==> src/rtl/cfsa_pkg.sv <==
`timescale 1ns / 1ps
// ----------------------------------------------------------------------------
// cfsa_pkg - shared types for the CAN frame sequence assembler
// Frame, status and per-frame decision types used by the step logic and top.
// ----------------------------------------------------------------------------
package cfsa_pkg;

   localparam int unsigned ID_W      = 29;
   localparam int unsigned BASE_W    = 11;
   localparam int unsigned DLC_W     = 4;
   localparam int unsigned DATA_W    = 64;
   localparam int unsigned WORD_W    = 32;
   localparam int unsigned NUM_WORDS = 6;
   localparam int unsigned REQ_DATA_W = 104;
   localparam int unsigned RSP_DATA_W = 256;

   localparam logic [DLC_W-1:0] FULL_DLC = 4'd8;

   typedef logic [1:0] pos_type;

   localparam pos_type POS_FIRST  = 2'd0;
   localparam pos_type POS_SECOND = 2'd1;
   localparam pos_type POS_LAST   = 2'd2;

   typedef enum logic [1:0] {
      ST_IGNORED    = 2'd0,
      ST_MALFORMED  = 2'd1,
      ST_INCOMPLETE = 2'd2,
      ST_COMPLETE   = 2'd3
   } status_type;

   typedef struct packed {
      logic [ID_W-1:0]   can_id;
      logic              is_extended;
      logic              is_remote;
      logic [DLC_W-1:0]  length_code;
      logic [DATA_W-1:0] payload;
   } frame_type;

   typedef struct packed {
      status_type status;
      logic       store;
      pos_type    pos;
      pos_type    next_pos;
      logic       inc_malformed;
      logic       inc_dropped;
   } decision_type;

endpackage

==> src/rtl/can_frame_sequence_assembler.sv <==
`timescale 1ns / 1ps
// ----------------------------------------------------------------------------
// can_frame_sequence_assembler - three-frame CAN sequence assembler
// Collects two words from each of three consecutive identifiers and reports
// each frame's status, the six words on completion, and running counters.
// ----------------------------------------------------------------------------
// a frame passes through the input register and then the result register
//   before rsp_tvalid rises; one frame per cycle sustained while rsp_tready
//   holds, set by the combinational step logic
// the input register refills while a result waits, so one stalled result
//   costs no throughput until both registers are full
// reset clears base_id, sequence position, counters and valid flags; held
//   words are not reset
module can_frame_sequence_assembler (
   input  logic                                clock,
   input  logic                                reset,
   input  logic                                req_tvalid,
   output logic                                req_tready,
   // can_id[28:0], length_code[32:29], payload[96:33], zero pad
   input  logic [cfsa_pkg::REQ_DATA_W-1:0]     req_tdata,
   // is_extended[0], is_remote[1]
   input  logic [1:0]                          req_tuser,
   output logic                                rsp_tvalid,
   input  logic                                rsp_tready,
   // word0..word5 [191:0], malformed_total[223:192], dropped_total[255:224]
   output logic [cfsa_pkg::RSP_DATA_W-1:0]     rsp_tdata,
   // status[1:0]
   output logic [1:0]                          rsp_tuser,
   input  logic                                csr_valid,
   output logic                                csr_ready,
   input  logic [cfsa_pkg::BASE_W-1:0]         csr_data
);

   localparam int unsigned WW = cfsa_pkg::WORD_W;

   logic                          in_valid_ff;
   cfsa_pkg::frame_type           frame_ff;
   logic                          out_valid_ff;
   cfsa_pkg::status_type          status_ff;
   logic [WW-1:0]                 out_words_ff [cfsa_pkg::NUM_WORDS];
   logic [WW-1:0]                 held_ff      [cfsa_pkg::NUM_WORDS];
   logic [cfsa_pkg::BASE_W-1:0]   base_ff;
   cfsa_pkg::pos_type             next_pos_ff;
   cfsa_pkg::pos_type             next_pos_in;
   logic [WW-1:0]                 malformed_ff;
   logic [WW-1:0]                 malformed_in;
   logic [WW-1:0]                 dropped_ff;
   logic [WW-1:0]                 dropped_in;

   logic                          advance;
   logic                          process;
   logic                          complete;
   cfsa_pkg::decision_type        dec;
   logic [WW-1:0]                 lo_word;
   logic [WW-1:0]                 hi_word;

   assign csr_ready  = 1'b1;
   assign advance    = !out_valid_ff || rsp_tready;
   assign req_tready = !in_valid_ff || advance;
   assign process    = in_valid_ff && advance;

   always_ff @(posedge clock) begin
      if (reset) begin
         base_ff <= '0;
      end else if (csr_valid && csr_ready) begin
         base_ff <= csr_data;
      end
   end

   // input register
   always_ff @(posedge clock) begin
      if (reset) begin
         in_valid_ff <= 1'b0;
      end else if (req_tready) begin
         in_valid_ff <= req_tvalid;
      end
   end

   always_ff @(posedge clock) begin
      if (req_tready && req_tvalid) begin
         frame_ff.can_id      <= req_tdata[28:0];
         frame_ff.length_code <= req_tdata[32:29];
         frame_ff.payload     <= req_tdata[96:33];
         frame_ff.is_extended <= req_tuser[0];
         frame_ff.is_remote   <= req_tuser[1];
      end
   end

   cfsa_step u_step (
      .frame    (frame_ff),
      .base_id  (base_ff),
      .next_pos (next_pos_ff),
      .dec      (dec)
   );

   assign lo_word  = frame_ff.payload[WW-1:0];
   assign hi_word  = frame_ff.payload[2*WW-1:WW];
   assign complete = (dec.status == cfsa_pkg::ST_COMPLETE);

   always_comb begin
      next_pos_in  = next_pos_ff;
      malformed_in = malformed_ff;
      dropped_in   = dropped_ff;
      if (process) begin
         next_pos_in  = dec.next_pos;
         malformed_in = malformed_ff + WW'(dec.inc_malformed);
         dropped_in   = dropped_ff + WW'(dec.inc_dropped);
      end
   end

   always_ff @(posedge clock) begin
      if (reset) begin
         next_pos_ff  <= cfsa_pkg::POS_FIRST;
         malformed_ff <= '0;
         dropped_ff   <= '0;
      end else begin
         next_pos_ff  <= next_pos_in;
         malformed_ff <= malformed_in;
         dropped_ff   <= dropped_in;
      end
   end

   // held words, two per position
   always_ff @(posedge clock) begin
      if (process && dec.store) begin
         unique case (dec.pos)
            cfsa_pkg::POS_FIRST: begin
               held_ff[0] <= lo_word;
               held_ff[1] <= hi_word;
            end
            cfsa_pkg::POS_SECOND: begin
               held_ff[2] <= lo_word;
               held_ff[3] <= hi_word;
            end
            cfsa_pkg::POS_LAST: begin
               held_ff[4] <= lo_word;
               held_ff[5] <= hi_word;
            end
            default: begin
            end
         endcase
      end
   end

   // result register
   always_ff @(posedge clock) begin
      if (reset) begin
         out_valid_ff <= 1'b0;
      end else if (advance) begin
         out_valid_ff <= in_valid_ff;
      end
   end

   always_ff @(posedge clock) begin
      if (process) begin
         status_ff <= dec.status;
         // last frame's words go straight from its payload
         out_words_ff[0] <= complete ? held_ff[0] : '0;
         out_words_ff[1] <= complete ? held_ff[1] : '0;
         out_words_ff[2] <= complete ? held_ff[2] : '0;
         out_words_ff[3] <= complete ? held_ff[3] : '0;
         out_words_ff[4] <= complete ? lo_word : '0;
         out_words_ff[5] <= complete ? hi_word : '0;
      end
   end

   // counters only move on a result transfer into the held result register,
   // so they always match the result on display
   assign rsp_tvalid = out_valid_ff;
   assign rsp_tuser  = status_ff;
   assign rsp_tdata  = {dropped_ff, malformed_ff,
                        out_words_ff[5], out_words_ff[4], out_words_ff[3],
                        out_words_ff[2], out_words_ff[1], out_words_ff[0]};

   a_complete_restarts : assert property (@(posedge clock) disable iff (reset)
      (process && complete) |=> (next_pos_ff == cfsa_pkg::POS_FIRST))
      else $error("sequence position not cleared after completion");

   a_malformed_count : assert property (@(posedge clock) disable iff (reset)
      (process && dec.status == cfsa_pkg::ST_MALFORMED)
      |=> (malformed_ff == $past(malformed_ff) + WW'(1)))
      else $error("malformed counter did not step");

   a_ignored_quiet : assert property (@(posedge clock) disable iff (reset)
      (process && dec.status == cfsa_pkg::ST_IGNORED)
      |=> ($stable(dropped_ff) && $stable(malformed_ff) && $stable(next_pos_ff)))
      else $error("ignored frame changed sequence state");

   a_stall_full : assert property (@(posedge clock) disable iff (reset)
      !req_tready |-> (in_valid_ff && out_valid_ff && !rsp_tready))
      else $error("input stalled with room in the pipeline");

endmodule

==> src/rtl/cfsa_step.sv <==
`timescale 1ns / 1ps
// ----------------------------------------------------------------------------
// cfsa_step - per-frame classification
// Range check, format check and sequence-order check for one frame, giving
// the status, store control and counter updates.
// ----------------------------------------------------------------------------
module cfsa_step (
   input  cfsa_pkg::frame_type          frame,
   input  logic [cfsa_pkg::BASE_W-1:0]  base_id,
   input  cfsa_pkg::pos_type            next_pos,
   output cfsa_pkg::decision_type       dec
);

   logic [cfsa_pkg::BASE_W:0] base_lo;
   logic [cfsa_pkg::BASE_W:0] base_hi;
   logic                      in_range;
   logic                      bad_format;
   cfsa_pkg::pos_type         pos;

   // base+2 formed one bit wider so it never wraps
   assign base_lo  = {1'b0, base_id};
   assign base_hi  = base_lo + (cfsa_pkg::BASE_W + 1)'(2);
   assign in_range = (frame.can_id >= cfsa_pkg::ID_W'(base_lo))
                  && (frame.can_id <= cfsa_pkg::ID_W'(base_hi));
   assign bad_format = frame.is_extended || frame.is_remote
                    || (frame.length_code != cfsa_pkg::FULL_DLC);
   // distance is 0..2 when in range, so two low bits suffice
   assign pos = frame.can_id[1:0] - base_id[1:0];

   always_comb begin
      dec = '0;
      dec.status   = cfsa_pkg::ST_IGNORED;
      dec.pos      = pos;
      dec.next_pos = next_pos;
      if (!in_range) begin
         dec.status = cfsa_pkg::ST_IGNORED;
      end else if (bad_format) begin
         dec.status        = cfsa_pkg::ST_MALFORMED;
         dec.inc_malformed = 1'b1;
         dec.inc_dropped   = (next_pos != cfsa_pkg::POS_FIRST);
         dec.next_pos      = cfsa_pkg::POS_FIRST;
      end else if (pos != next_pos && pos != cfsa_pkg::POS_FIRST) begin
         dec.status      = cfsa_pkg::ST_INCOMPLETE;
         dec.inc_dropped = 1'b1;
         dec.next_pos    = cfsa_pkg::POS_FIRST;
      end else begin
         // restart at position 0 drops an open sequence
         dec.store       = 1'b1;
         dec.inc_dropped = (pos != next_pos);
         if (pos == cfsa_pkg::POS_LAST) begin
            dec.status   = cfsa_pkg::ST_COMPLETE;
            dec.next_pos = cfsa_pkg::POS_FIRST;
         end else begin
            dec.status   = cfsa_pkg::ST_INCOMPLETE;
            dec.next_pos = pos + 2'd1;
         end
      end
   end

endmodule
==> config.mk <==
export PLATFORM = sky130hd
export DESIGN_NAME = can_frame_sequence_assembler
export DESIGN_NICKNAME = d
export VERILOG_FILES = /design/src/rtl/cfsa_pkg.sv /design/src/rtl/can_frame_sequence_assembler.sv /design/src/rtl/cfsa_step.sv
export SDC_FILE = /design/constraint.sdc
export NUM_CORES = 1
export LEC_CHECK = 0
export BUFFER_PORTS_ARGS = -buffer_cell sky130_fd_sc_hd__buf_2
export CORE_ASPECT_RATIO = 0.6
export CORE_MARGIN = 3
export CORE_UTILIZATION = 30
export DETAILED_ROUTE_END_ITERATION = 16
export GPL_TIMING_DRIVEN = 0
export PLACE_DENSITY = 0.57
export SLEW_MARGIN = 10
export SYNTH_ARGS = -nofsm -noshare
export SYNTH_HDL_FRONTEND = slang
export SYNTH_SLANG_ARGS = --single-unit
==> constraint.sdc <==
create_clock -name clock -period 9.1 [get_ports clock]
set_input_delay 1.82 -clock clock [delete_from_list [all_inputs] [get_ports clock]]
set_output_delay 1.82 -clock clock [all_outputs]
set_load 0.03 [all_outputs]
# --- After elaboration in Yosys (flattened, before gate mapping) ---
# Memory sizes are Yosys's and may differ from the RTL's.
# Index checks and enable logic that the tools add are counted.
# Widths: inputs -> output; s select.
totals:
  reg_bits: 180
  ram_bits: 384
  in_bits: 122
  output_inout_bits: 261
  elab_cells: 88
  mem_count: 2
memory_table:
  columns: ["memory", "words", "word_bits", "rd", "rd_ports_with_merged_regs", "wr", "line", "text"]
  rows:
  - ["held_ff", 6, 32, 4, 0, 2, "can_frame_sequence_assembler.sv:41", "logic [WW-1:0] held_ff [cfsa_pkg::NUM_WORDS];"]
  - ["out_words_ff", 6, 32, 6, 0, 6, "can_frame_sequence_assembler.sv:40", "logic [WW-1:0] out_words_ff [cfsa_pkg::NUM_WORDS];"]
op_classes:
  addsub: 5
  order_cmp: 2
  eq_ne: 5
  mux: 43
  reduce_logical: 19
op_table:
  columns: ["operator", "n"]
  rows:
  - ["$mux 32", 10]
  - ["$reduce_or 32->1", 4]
  - ["$add 32x1->32", 2]
  - ["$ge 29x11->1", 1]
  - ["$le 29x12->1", 1]
  - ["$mux 1", 22]
  - ["$mux 2", 7]
  - ["$add 11x2->12 const B", 1]
  - ["$mux 3", 4]
  - ["$logic_and 1x1->1", 5]
  - ["$eq 2x2->1 const B", 2]
  - ["$logic_or 1x1->1", 4]
  - ["$ne 4x4->1 const B", 1]
  - ["$reduce_bool 2->1", 2]
  - ["$add 2x1->2 const B", 1]
  - ["$eq 2x1->1 const B", 1]
  - ["$logic_not 1->1", 2]
  - ["$logic_not 2->1", 1]
  - ["$ne 2x2->1", 1]
  - ["$reduce_and 2->1", 1]
  - ["$sub 2x2->2", 1]

# --- Logic depth before layout (Yosys ltp) ---
logic_depth:
  depth_word: 12
  ltp_mapped: 23
  depth_no_buf: 20

# --- Hierarchy ---
# A second synthesis with hierarchy kept.
unflattened:
  hier_cells: 1197
  hier_area_um2: 18510.3
by_module_without_submodules:
  columns: ["module", "n_inst", "cells_per_inst", "area_per_inst_um2", "seq_area_each_um2"]
  rows:
  - ["can_frame_sequence_assembler", 1, 1070, 17590.6, 14223.6]
  - ["cfsa_step", 1, 127, 919.6, 0.0]

# --- Worst setup path after synthesis ---
# No wires, ideal clock.
synth_timing:
  path_type: "reg2reg"
  startpoint: "register base_ff[3] (netlist name)"
  endpoint: "memory held_ff[0][0] (netlist name) (enable)"
  setup_ns: 0.643
  arrival_time_ns: 8.663
  required_ns: 8.457
  path_slack_ns: -0.206
  path_stages_with_launch: 14
  n_path_buf: 2
  period_less_slack_ns: 9.306
  cell_sequence: "dfxtp_1 -> inv_1 -> nor3_1 -> and3_1 -> nand3_1 -> xnor2_1 -> ha_1 -> and4_1 -> a221o_1 -> a21o_1 -> a211o_1 -> buf_2 -> buf_6 -> nor4_1"
synth_lines:
  columns: ["element", "line", "text"]
  rows:
  - ["start: declaration", "can_frame_sequence_assembler.sv:42", "logic [cfsa_pkg::BASE_W-1:0] base_ff;"]
  - ["start signal: assignment", "can_frame_sequence_assembler.sv:66", "base_ff <= csr_data;"]
  - ["end: declaration", "can_frame_sequence_assembler.sv:41", null]

# --- Final worst setup path ---
layout_timing:
  startpoint: "register base_ff[3] (netlist name)"
  endpoint: "register dropped_ff[30]"
layout_between:
  elab_chain_len: 5
  word_cells_on_any_way: 6
  classes_between: "add/sub: 2; order compare: 2; mux: 1; reduce/logical: 1"
layout_lines:
  columns: ["element", "line", "text"]
  rows:
  - ["$add 11x2->12", "cfsa_step.sv:22", "assign base_hi = base_lo + (cfsa_pkg::BASE_W + 1)'(2);"]
  - ["$le 29x12->1", "cfsa_step.sv:24", "&& (frame.can_id <= cfsa_pkg::ID_W'(base_hi));"]
  - ["$logic_and 1x1->1 (*)", "cfsa_step.sv:24", null]
  - ["$mux 2 (*)", "cfsa_step.sv:35", "if (!in_range) begin"]
  - ["$add 32x1->32 (*)", "can_frame_sequence_assembler.sv:107", "dropped_in = dropped_ff + WW'(dec.inc_dropped);"]
  - ["end signal: assignment", "can_frame_sequence_assembler.sv:119", "dropped_ff <= dropped_in;"]
  - ["end: declaration", "can_frame_sequence_assembler.sv:47", "logic [WW-1:0] dropped_ff;"]
# Every way passes the cells marked *; elsewhere a longest branch is shown, timed or not.
# A chain may end at the register's enable or synchronous reset.

==> metrics.txt <==
status=finished clean; clock root cell=clkbuf_16; pwr dens=206 nW/um^2; Total Routed Length=52.9 mm; DIE WIDTH=335 um; CTS tree=yes; top cell family by delay on the critical path=simple AND/OR/NAND/NOR gates; routability cong.=0.828; Seq/Total Area, Yosys=73.2%; Max Slew Vio Count=0; Final min period=5420 ps; Crit path required time=9560 ps; Leak=8.03 nW; Post-Syn Area per Cell=14.2 um^2; Tot GR Track Use=15.3%; Total Power=0.00502 W; Rows=71; Critical Path End Type=flop; max_cap viols=0; Post-Synthesis Cells=1366; Worst-Skew Late Latency=600 ps; Hold Path End=dropped_ff[0]$_SDFFE_PP0P_; Worst R2R Setup Slack=3680 ps; Final Non-Filler Cells=2699; DP Wirelength=38.7 mm; RR Endpoint=dropped_ff[30]$_SDFFE_PP0P_; NumNets Final=1967; Initial Util=30.7%; Worst-Margin Slew=988 ps; Final Hold Viols=0; reg2reg start=base_ff[3]$_SDFFE_PP0P_; initial antenna violation count=2; Max Buffers Root-to-Sink=3; port bufs=373; yosys warns=0; min-delay src=dropped_ff[0]$_SDFFE_PP0P_; Yosys top cell by area=edfxtp_1; FF-to-FF path depth=23; Worst-path clk slew=60 ps; pin count of the biggest net entering global routing=80; TNS Setup=0 ps; syn nets=1515; Routed Antenna Nets=0; CP max stage delay=720 ps; Layout Area Growth over Synthesis=25.2%; mean routed wirelength per cell=19.6 um; Die H=203 um; Placed Area=22600 um^2; WP buf/inv=4; Fmax=0.184 GHz; placed insts=2605; CP Launch Type=flop; Top Ports=383; worst-path cell chain=inv_1, nor3_1, and3_1, nand3_1, xnor2_1, ha_1, and3_1, and4_1, nor3b_1, a21o_1, a211o_1, buf_2, buf_6, buf_6, nor3_2, ha_1, ha_1, and2_1, nand4_1, nor4_1, nand4_1, xor2_1, nor2_1; drt first pass iters=7; Synth cell types=44; Worst slew margin=34.1%; Peak supply drop=123 uV; Hold Buf Count CTS=0; postcts setup bufs=0; layout cells sized above 1=33.4%; fill count=6028; fin area=24300 um^2; vias in the first global route=12480; Area contributors post-synth=edfxtp_1 (65%), dfxtp_1 (8.1%), nor3_2 (6.1%); ys flop type=edfxtp_1; Hold Path Class=flop to flop; Fin Clk Skew=17.3 ps; die area=68000 um^2; worst hold stages=2; most used cell, CP=ha_1; most frequent cell after synthesis=edfxtp_1; first-pass GRT wire length=78.5 mm; Inserted Clock Buffers=50; RSZ-0062 raised after global routing=false; Worst Path Arrival=5880 ps; Post-Syn Area=19400 um^2; Vias=12437; period utilisation layout=59.6%; Seq cells post-synth=500; CTS-repair resized insts=0; DR iter-0 viols=961; DR vias/cell=4.61; H-tree levels=2; EDFF count, synth=421; Synth async-reset ratio=0%; area share of the largest cell type after synthesis=65.1%; Final Util=38.4%; setup violators final=0; Crit Path Max Fanout=10; kind of critical path=flop to flop; CP max-delay cell=nor4_1; top cells by count, synth=edfxtp_1 (421), nand2_1 (227), nor3_2 (118), nor3_1 (89); core area=63300 um^2; GR Overflow Total=0; DRC=0; CTS Sinks=500
## where the power goes
group	switching (W)	total (W)	internal (W)
Sequential	0.0000397	0.00260	0.00256
Combinational	0.000188	0.000259	0.0000711
Clock	0.000905	0.00216	0.00126
## worst max path at each step
| stage | from | endpoint | depth (start not counted) |
|---|---|---|---|
| final | base_ff[3]$_SDFFE_PP0P_ | dropped_ff[30]$_SDFFE_PP0P_ | 23 |
| after global placement | base_ff[3]$_SDFFE_PP0P_ | held_ff[2][24]$_DFFE_PP_ | 13 |
| after CTS | base_ff[3]$_SDFFE_PP0P_ | dropped_ff[30]$_SDFFE_PP0P_ | 23 |
| after floorplan | base_ff[3]$_SDFFE_PP0P_ | held_ff[0][0]$_DFFE_PP_ | 13 |
| after global routing | base_ff[3]$_SDFFE_PP0P_ | dropped_ff[30]$_SDFFE_PP0P_ | 23 |
| after detailed placement | base_ff[3]$_SDFFE_PP0P_ | dropped_ff[30]$_SDFFE_PP0P_ | 23 |
## flip-flops by register name, indices dropped and copies added (netlist names)
register      count
base_ff          11
dropped_ff       32
frame_ff         99
held_ff         128
in_valid_ff       1
malformed_ff     32
next_pos_ff       2
out_words_ff    192
rsp_tuser         2
rsp_tvalid        1
## worst reg2reg max path: cells and delay by family (launching register included)
family / cells / cell delay (ps)
compound gates: 2 / 460
xor+xnor: 2 / 330
fa+ha+maj: 3 / 690
buf+inv: 4 / 650
flops: 1 / 430
simple gates: 12 / 2740
## placed cells by master (no fill, tap or decap), drive strengths merged, types with 7 or more instances in the layout
cell type	instances
a21oi	21
and3	12
and4	10
buf	426
bufinv	7
clkbuf	118
clkinv	17
dfxtp	79
edfxtp	421
ha	27
inv	23
mux2i	11
nand2	227
nand3	29
nand4	16
nor2	79
nor2b	7
nor3	207
nor4	11
o21ai	11
or3	9
xnor2	28
xor2	34
## area by class of cell
type	instances	area, um^2	area share (%)
Multi-Input combinational cell	765	4740	19.5
Clock buffer	64	1350	5.56
Timing Repair Buffer	400	2120	8.71
Clock inverter	28	344	1.41
Tap cell	839	1050	4.32
Buffer	80	410	1.69
Sequential cell	500	14200	58.5
Antenna cell	2	5.00	0.0206
Inverter	21	83.8	0.345
## per-layer routing
| metal | wire length (um) | part of all wire (%) | track usage, % |
|---|---|---|---|
| met1 | 24200 | 46 | 21.3 |
| met2 | 23700 | 45 | 23.6 |
| met3 | 3990 | 7.5 | 4.26 |
| met4 | 945 | 1.8 | 3.99 |
| met5 | 11 | 0.021 | 0 |
## metrics by stage
step,setup WS [ps],hold WS [ps]
after detailed placement,3670,462
after global routing,3130,494
after CTS,3630,477
after floorplan,-206,445
after global placement,-6370,458
final,3680,479
## logic make-up after synthesis
group / after synthesis / synth area share, %
muxes: 13 / 0.683
buffers and inverters: 101 / 2.52
other: 1 / 0.0193
xor gates and xnor gates: 62 / 2.79
adders and majority gates: 27 / 1.74
and+or+nand+nor: 619 / 17.7
AOI/OAI and AO/OA: 43 / 1.34
DFF: 500 / 73.2
Note: power is estimated with default switching activity, not from simulation.
